--- config.mk ---
export PLATFORM = sky130hd
export DESIGN_NAME = dc_motor_plant_euler_step
export DESIGN_NICKNAME = d
export VERILOG_FILES = /design/src/rtl/dcm_pkg.sv /design/src/rtl/dc_motor_plant_euler_step.sv
export SDC_FILE = /design/constraint.sdc
export NUM_CORES = 1
export LEC_CHECK = 0
export ABC_AREA = 0
export BUFFER_PORTS_ARGS = -buffer_cell sky130_fd_sc_hd__buf_2
export CAP_MARGIN = 20
export CORE_UTILIZATION = 40
export DETAILED_ROUTE_END_ITERATION = 10
export PLACE_DENSITY = 0.64
export SLEW_MARGIN = 0
export SYNTH_ARGS = -nofsm -noshare
export SYNTH_HDL_FRONTEND = slang
export SYNTH_SLANG_ARGS = --single-unit
--- constraint.sdc ---
create_clock -name clock -period 16.8 [get_ports clock]
set_input_delay 2.52 -clock clock [delete_from_list [all_inputs] [get_ports clock]]
set_output_delay 2.52 -clock clock [all_outputs]
set_load 0.05 [all_outputs]
--- src/rtl/dcm_pkg.sv ---
// shared types, reset values and saturation helpers for the motor plant step
package dcm_pkg;

   // register reset values, unsigned Q16.16
   localparam logic [31:0] INV_MASS_RESET     = 32'd655360;
   localparam logic [31:0] FRICTION_RESET     = 32'd65536;
   localparam logic [31:0] MOTOR_GAIN_RESET   = 32'd65536;
   localparam logic [31:0] BACKEMF_GAIN_RESET = 32'd0;

   // shift-add steps for one product, one multiplier bit per cycle
   localparam int unsigned MUL_STEPS = 32;

   typedef enum logic [2:0] {
      ST_IDLE,
      ST_MUL,
      ST_FIN,
      ST_COMB,
      ST_OUT
   } state_type;

   // products in the order one tick needs them
   typedef enum logic [2:0] {
      OP_BEMF,
      OP_DRIVE,
      OP_DRAG,
      OP_ACCEL,
      OP_SPEED,
      OP_POS
   } op_type;

   typedef enum logic [1:0] {
      REG_INV_MASS,
      REG_FRICTION,
      REG_MOTOR_GAIN,
      REG_BACKEMF_GAIN
   } csr_idx_type;

   // floor of a 64-bit product over 2^16, clamped to signed 32 bits
   function automatic logic [31:0] sat_prod16(input logic [63:0] p);
      logic [31:0] r;
      if (p[63:47] == {17{p[47]}}) begin
         r = p[47:16];
      end else if (p[63]) begin
         r = 32'h8000_0000;
      end else begin
         r = 32'h7FFF_FFFF;
      end
      return r;
   endfunction

   // 33-bit signed sum clamped to signed 32 bits
   function automatic logic [31:0] sat_sum33(input logic [32:0] s);
      logic [31:0] r;
      if (s[32] == s[31]) begin
         r = s[31:0];
      end else if (s[32]) begin
         r = 32'h8000_0000;
      end else begin
         r = 32'h7FFF_FFFF;
      end
      return r;
   endfunction

   // 49-bit signed sum clamped to signed 48 bits
   function automatic logic [47:0] sat_sum49(input logic [48:0] s);
      logic [47:0] r;
      if (s[48] == s[47]) begin
         r = s[47:0];
      end else if (s[48]) begin
         r = 48'h8000_0000_0000;
      end else begin
         r = 48'h7FFF_FFFF_FFFF;
      end
      return r;
   endfunction

endpackage

--- src/rtl/dc_motor_plant_euler_step.sv ---
// dc motor plant: one semi-implicit euler step per word, bit-serial multiplier
//
//   channel | direction | handshake            | payload
//   req     | in        | req_valid/req_stall  | drive_effort (s32), time_step (u24)
//   rsp     | out       | rsp_valid/rsp_stall  | position_out (s48), speed_out (s32)
//   csr     | in/out    | psel/penable/pready  | paddr[3:0], pwdata/prdata 32 bits
//
// Six products go through one shift-add multiplier at one multiplier bit per
// cycle, each followed by a scale-and-clamp step (ST_FIN) and an add-and-clamp
// step (ST_COMB); the result is then loaded in ST_OUT, and the next word is
// taken only once the block is back in ST_IDLE.
// Reset (synchronous) loads the register defaults and zeroes speed and position.
// req_stall is high while a word is in work; a finished word waits in the
// output register under rsp_stall, and the next word may be taken meanwhile.
module dc_motor_plant_euler_step
   import dcm_pkg::*;
(
   input  logic               clock,
   input  logic               reset,
   input  logic               req_valid,
   output logic               req_stall,
   input  logic signed [31:0] req_drive_effort,
   input  logic [23:0]        req_time_step,
   output logic               rsp_valid,
   input  logic               rsp_stall,
   output logic signed [47:0] rsp_position_out,
   output logic signed [31:0] rsp_speed_out,
   input  logic               psel,
   input  logic               penable,
   input  logic               pwrite,
   input  logic [3:0]         paddr,
   input  logic [31:0]        pwdata,
   output logic [31:0]        prdata,
   output logic               pready
);

   localparam int unsigned CNT_W = $clog2(MUL_STEPS);

   state_type          state_ff, state_in;
   op_type             op_ff, op_in;
   logic [CNT_W-1:0]   cnt_ff, cnt_in;
   logic [32:0]        hi_ff, hi_in;
   logic [31:0]        lo_ff, lo_in;
   logic [31:0]        g_ff, g_in;
   logic [31:0]        x_ff, x_in;
   logic [31:0]        drive_ff, drive_in;
   logic [31:0]        effort_ff, effort_in;
   logic [23:0]        dt_ff, dt_in;
   logic [31:0]        speed_ff, speed_in;
   logic [47:0]        position_ff, position_in;
   logic               rsp_valid_ff, rsp_valid_in;
   logic [47:0]        rsp_position_ff, rsp_position_in;
   logic [31:0]        rsp_speed_ff, rsp_speed_in;
   logic [31:0]        inv_mass_ff, inv_mass_in;
   logic [31:0]        friction_ff, friction_in;
   logic [31:0]        motor_gain_ff, motor_gain_in;
   logic [31:0]        backemf_gain_ff, backemf_gain_in;

   logic               csr_write;
   csr_idx_type        csr_idx;
   op_type             op_succ;
   op_type             load_op;
   logic [31:0]        mcand;
   logic [31:0]        load_mplier;
   logic [32:0]        mul_sum;
   logic [63:0]        prod;

   // register file access
   assign pready    = 1'b1;
   assign csr_write = psel && penable && pwrite;
   assign csr_idx   = csr_idx_type'(paddr[3:2]);

   always_comb begin
      inv_mass_in     = inv_mass_ff;
      friction_in     = friction_ff;
      motor_gain_in   = motor_gain_ff;
      backemf_gain_in = backemf_gain_ff;
      case (csr_idx)
         REG_INV_MASS: begin
            prdata = inv_mass_ff;
            if (csr_write) inv_mass_in = pwdata;
         end
         REG_FRICTION: begin
            prdata = friction_ff;
            if (csr_write) friction_in = pwdata;
         end
         REG_MOTOR_GAIN: begin
            prdata = motor_gain_ff;
            if (csr_write) motor_gain_in = pwdata;
         end
         REG_BACKEMF_GAIN: begin
            prdata = backemf_gain_ff;
            if (csr_write) backemf_gain_in = pwdata;
         end
         default: begin
            prdata = '0;
         end
      endcase
   end

   // operand selection for the shared multiplier
   assign op_succ = op_type'(op_ff + 3'd1);
   assign load_op = (state_ff == ST_IDLE) ? OP_BEMF : op_succ;

   always_comb begin
      case (op_ff)
         OP_BEMF, OP_DRAG, OP_POS: mcand = speed_ff;
         default:                  mcand = x_ff;
      endcase
   end

   always_comb begin
      case (load_op)
         OP_BEMF:          load_mplier = backemf_gain_ff;
         OP_DRIVE:         load_mplier = motor_gain_ff;
         OP_DRAG:          load_mplier = friction_ff;
         OP_ACCEL:         load_mplier = inv_mass_ff;
         OP_SPEED, OP_POS: load_mplier = {8'd0, dt_ff};
         default:          load_mplier = '0;
      endcase
   end

   // one shift-add step: add multiplicand on the low multiplier bit, then shift
   assign mul_sum = hi_ff + (lo_ff[0] ? {mcand[31], mcand} : 33'd0);
   assign prod    = {hi_ff[31:0], lo_ff};

   // sequencer and datapath next values
   always_comb begin
      state_in        = state_ff;
      op_in           = op_ff;
      cnt_in          = cnt_ff;
      hi_in           = hi_ff;
      lo_in           = lo_ff;
      g_in            = g_ff;
      x_in            = x_ff;
      drive_in        = drive_ff;
      effort_in       = effort_ff;
      dt_in           = dt_ff;
      speed_in        = speed_ff;
      position_in     = position_ff;
      rsp_valid_in    = rsp_valid_ff && rsp_stall;
      rsp_position_in = rsp_position_ff;
      rsp_speed_in    = rsp_speed_ff;

      case (state_ff)
         ST_IDLE: begin
            if (req_valid) begin
               effort_in = req_drive_effort;
               dt_in     = req_time_step;
               op_in     = OP_BEMF;
               hi_in     = '0;
               lo_in     = load_mplier;
               cnt_in    = '0;
               state_in  = ST_MUL;
            end
         end
         ST_MUL: begin
            hi_in  = {mul_sum[32], mul_sum[32:1]};
            lo_in  = {mul_sum[0], lo_ff[31:1]};
            cnt_in = cnt_ff + 1'b1;
            if (cnt_ff == CNT_W'(MUL_STEPS - 1)) begin
               state_in = ST_FIN;
            end
         end
         ST_FIN: begin
            // time-step products scale by 2^-24 and always fit 32 bits
            if (op_ff == OP_SPEED || op_ff == OP_POS) begin
               g_in = prod[55:24];
            end else begin
               g_in = sat_prod16(prod);
            end
            state_in = ST_COMB;
         end
         ST_COMB: begin
            case (op_ff)
               OP_BEMF:  x_in = sat_sum33({effort_ff[31], effort_ff} - {g_ff[31], g_ff});
               OP_DRIVE: drive_in = g_ff;
               OP_DRAG:  x_in = sat_sum33({drive_ff[31], drive_ff} - {g_ff[31], g_ff});
               OP_ACCEL: x_in = g_ff;
               OP_SPEED: speed_in = sat_sum33({speed_ff[31], speed_ff} + {g_ff[31], g_ff});
               OP_POS: begin
                  position_in = sat_sum49({position_ff[47], position_ff}
                                          + {{17{g_ff[31]}}, g_ff});
               end
               default: begin
               end
            endcase
            if (op_ff == OP_POS) begin
               state_in = ST_OUT;
            end else begin
               op_in    = op_succ;
               hi_in    = '0;
               lo_in    = load_mplier;
               cnt_in   = '0;
               state_in = ST_MUL;
            end
         end
         ST_OUT: begin
            if (!rsp_valid_ff || !rsp_stall) begin
               rsp_valid_in    = 1'b1;
               rsp_position_in = position_ff;
               rsp_speed_in    = speed_ff;
               state_in        = ST_IDLE;
            end
         end
         default: begin
            state_in = ST_IDLE;
         end
      endcase
   end

   // control and state registers
   always_ff @(posedge clock) begin
      if (reset) begin
         state_ff        <= ST_IDLE;
         rsp_valid_ff    <= 1'b0;
         speed_ff        <= '0;
         position_ff     <= '0;
         inv_mass_ff     <= INV_MASS_RESET;
         friction_ff     <= FRICTION_RESET;
         motor_gain_ff   <= MOTOR_GAIN_RESET;
         backemf_gain_ff <= BACKEMF_GAIN_RESET;
      end else begin
         state_ff        <= state_in;
         rsp_valid_ff    <= rsp_valid_in;
         speed_ff        <= speed_in;
         position_ff     <= position_in;
         inv_mass_ff     <= inv_mass_in;
         friction_ff     <= friction_in;
         motor_gain_ff   <= motor_gain_in;
         backemf_gain_ff <= backemf_gain_in;
      end
   end

   // working registers
   always_ff @(posedge clock) begin
      op_ff           <= op_in;
      cnt_ff          <= cnt_in;
      hi_ff           <= hi_in;
      lo_ff           <= lo_in;
      g_ff            <= g_in;
      x_ff            <= x_in;
      drive_ff        <= drive_in;
      effort_ff       <= effort_in;
      dt_ff           <= dt_in;
      rsp_position_ff <= rsp_position_in;
      rsp_speed_ff    <= rsp_speed_in;
   end

   assign req_stall        = (state_ff != ST_IDLE);
   assign rsp_valid        = rsp_valid_ff;
   assign rsp_position_out = rsp_position_ff;
   assign rsp_speed_out    = rsp_speed_ff;

endmodule

==> reports/results.ini <==
[clocking]
clk_latency_ps=630
cts_resized=0
cts-buffers-inserted=59
cts_hold_buf=0
cts.clk_slew.worst_paths_ps=60
htree_levels=2
cts_sinks=516
postCtsSetupRepairBufs=0
cts_tree=built
cts_root_buf=clkbuf_16
clock_path_buffers=3

[finish]
nets=3578
n_fill_cell=7079
final-instance-count-excl-fill=4299
utilization=0.461
register_area_mm2=0.0134
area_growth_pct=13.3
layout-drive-gt1-share=0.126
multiInputGateArea_mm2=0.0157

[setup_path]
required_ps=14280
rrSetupSlack_ps=11530
worstPathMaxFanout=39
cp.arrival_ps=4210
critPathLaunchType=input pin
crit_type=input pin to output pin
cp-end-kind=output pin

[routing]
drtIter0Drc=1992
via_per_inst=5.66
firstDrtPassIters=6
ant_nets=0
drt_wl_total_mm=86.6
wire_per_inst_um=20.2
vias=24335
drc=0

[synthesis]
yosysTopAreaCell=edfxtp_1
postSynthAreaPerCell_um2=9.49
synth_cell_type_count=83
synth_area_leaders=edfxtp_1 30%, dfxtp_1 14%, ha_1 7.6%
netlist.area_leader.share=0.305
ys_warn_count=0
netlist_area_mm2=0.0300
syn_nets=3444
async_reset_ff_frac=0
synth_edf_count=304
synthFlopType=edfxtp_1
postSynthCellCount=3157
yosys_register_bits=516
synth_seq_area_share=0.446

[global_routing]
grt-ovfl-total=0
antenna_found_initial=10
grt_pass1_wl_mm=134
grt_max_degree=97
gr-usage-all-layers=0.226
grt_pass1_vias=23321

[sta]
hold_viol_final=0
setup_viol=0
slew-limit-headroom=0.251
rsz0062_at_grt=false
setup_ws_ps=10070
period_share=0.401
period_minus_slack_ps=6730
max_freq_ghz=0.149
finClkSkew_ps=22.0
final-max-slew-violation-count=0
tns_ps=0
worst_slew_pin_slew_ps=1120

[floorplan]
io_pins=214
initial_core_util=0.407
die-area_mm2=0.0760
die_h_um=276
core_mm2=0.0736
die_w_um=276
num_rows=99

[status]
status=finished, final reports clean

[hold_path]
min_path_type=flip-flop to flip-flop

[placed_design]
gp_congestion=0.941
port_buffers=210
dpl_worst_slack_ps=10070
place_inst=4188
place_hpwl_mm=60.2

[pwr]
power_density_mw_per_mm2=91.4
p_leak_uw=0.0131
ir_worst_vdd_mv=0.0746

[run]
max_cap_violations=0

## kinds of logic after synthesis
group	count (synthesis)	share of synthesized area
mux	36	0.0255
simple gates	993	0.143
buf+inv	254	0.0328
xor+xnor	151	0.0444
other cells	1	0.000125
compound gates	956	0.207
fa+ha+maj	250	0.101
flops	516	0.446
## path summary, 6_finish.rpt
kind / startpoint / endpoint / cells past startpoint
worst max-delay path: paddr[2] / prdata[31] / 3
worst min register to register: backemf_gain_ff[27]$_SDFFE_PP0P_ / backemf_gain_ff[27]$_SDFFE_PP0P_ / 2
worst max register to register: g_ff[1]$_DFFE_PP_ / position_ff[38]$_SDFFE_PP0P_ / 14
worst min-delay path: backemf_gain_ff[27]$_SDFFE_PP0P_ / backemf_gain_ff[27]$_SDFFE_PP0P_ / 2
## synth_stat cells, drive strengths merged (50+ instances only)
| cell | number |
|---|---|
| nand2 | 485 |
| a21oi | 333 |
| edfxtp | 304 |
| nor2 | 247 |
| dfxtp | 212 |
| ha | 183 |
| clkbuf | 157 |
| o21ai | 123 |
| a211oi | 93 |
| a21o | 83 |
| inv | 81 |
| xnor2 | 80 |
| xor2 | 71 |
| maj3 | 62 |
| nand3 | 57 |
| a31oi | 52 |
| a22oi | 50 |
## final cells by class
| type | instances | area share |
|---|---|---|
| Clock inverter | 25 | 0.00892 |
| Tap cell | 959 | 0.0354 |
| Antenna cell | 1 | 0.0000737 |
| Clock buffer | 84 | 0.0496 |
| Timing Repair Buffer | 246 | 0.0395 |
| Sequential cell | 516 | 0.394 |
| Inverter | 81 | 0.00896 |
| Multi-Input combinational cell | 2387 | 0.464 |
## where the power goes
group | total [µW] | switching (µW) | internal (µW)
combinational | 341 | 226 | 115
clock | 1330 | 538 | 788
sequential | 1440 | 35.1 | 1400
total | 3100 | 799 | 2300
## cells in the final DEF, fill, tap and decap left out, types with 20 or more instances in the layout
| master | instances |
|---|---|
| mux4_2 | 32 |
| edfxtp_1 | 304 |
| xnor2_1 | 80 |
| nand2b_1 | 40 |
| nor2b_1 | 21 |
| nand2_1 | 483 |
| a22oi_1 | 50 |
| o21ai_0 | 114 |
| dfxtp_1 | 212 |
| maj3_1 | 62 |
| buf_4 | 35 |
| a21boi_0 | 38 |
| xor2_1 | 69 |
| nor3_1 | 29 |
| nor2_1 | 243 |
| buf_2 | 209 |
| nand3_1 | 56 |
| and3_1 | 25 |
| ha_1 | 183 |
| o211ai_1 | 22 |
| a21oi_1 | 332 |
| inv_1 | 81 |
| a31oi_1 | 52 |
| clkbuf_16 | 61 |
| a222oi_1 | 24 |
| a211oi_1 | 92 |
| o21a_1 | 20 |
| a21o_1 | 83 |
## stage by stage
step / power, µW / hold slack, ps / area, µm²
2_1_floorplan: 1690 / 434 / 30000
6_report: 3100 / 467 / 33900
5_1_grt: 3210 / 485 / 33900
4_1_cts: 3130 / 467 / 33900
3_3_place_gp: 1800 / 453 / 31900
3_5_place_dp: 1800 / 454 / 31900
## state kept, by name (all words and copies together), names as in the netlist
signal / cells
motor_gain_ff: 32
rsp_position_out: 48
speed_ff: 32
cnt_ff: 5
lo_ff: 32
inv_mass_ff: 32
g_ff: 32
hi_ff: 32
x_ff: 32
effort_ff: 32
rsp_speed_out: 32
dt_ff: 24
backemf_gain_ff: 32
state_ff: 3
friction_ff: 32
position_ff: 48
op_ff: 3
drive_ff: 32
rsp_valid: 1
## critical path, cell delays in order
cell and delay (ps):
buf_2 830, mux4_2 600, buf_2 240
## layer usage
layer | GRT usage | vias to the layer above | wire [µm]
li1 | - | 11908 | -
met1 | 0.303 | 11474 | 37900
met2 | 0.365 | 787 | 39900
met3 | 0.0438 | 148 | 6230
met4 | 0.0715 | 18 | 2510
met5 | 0 | - | 117
No activity file was read; power rests on OpenSTA's default activity.
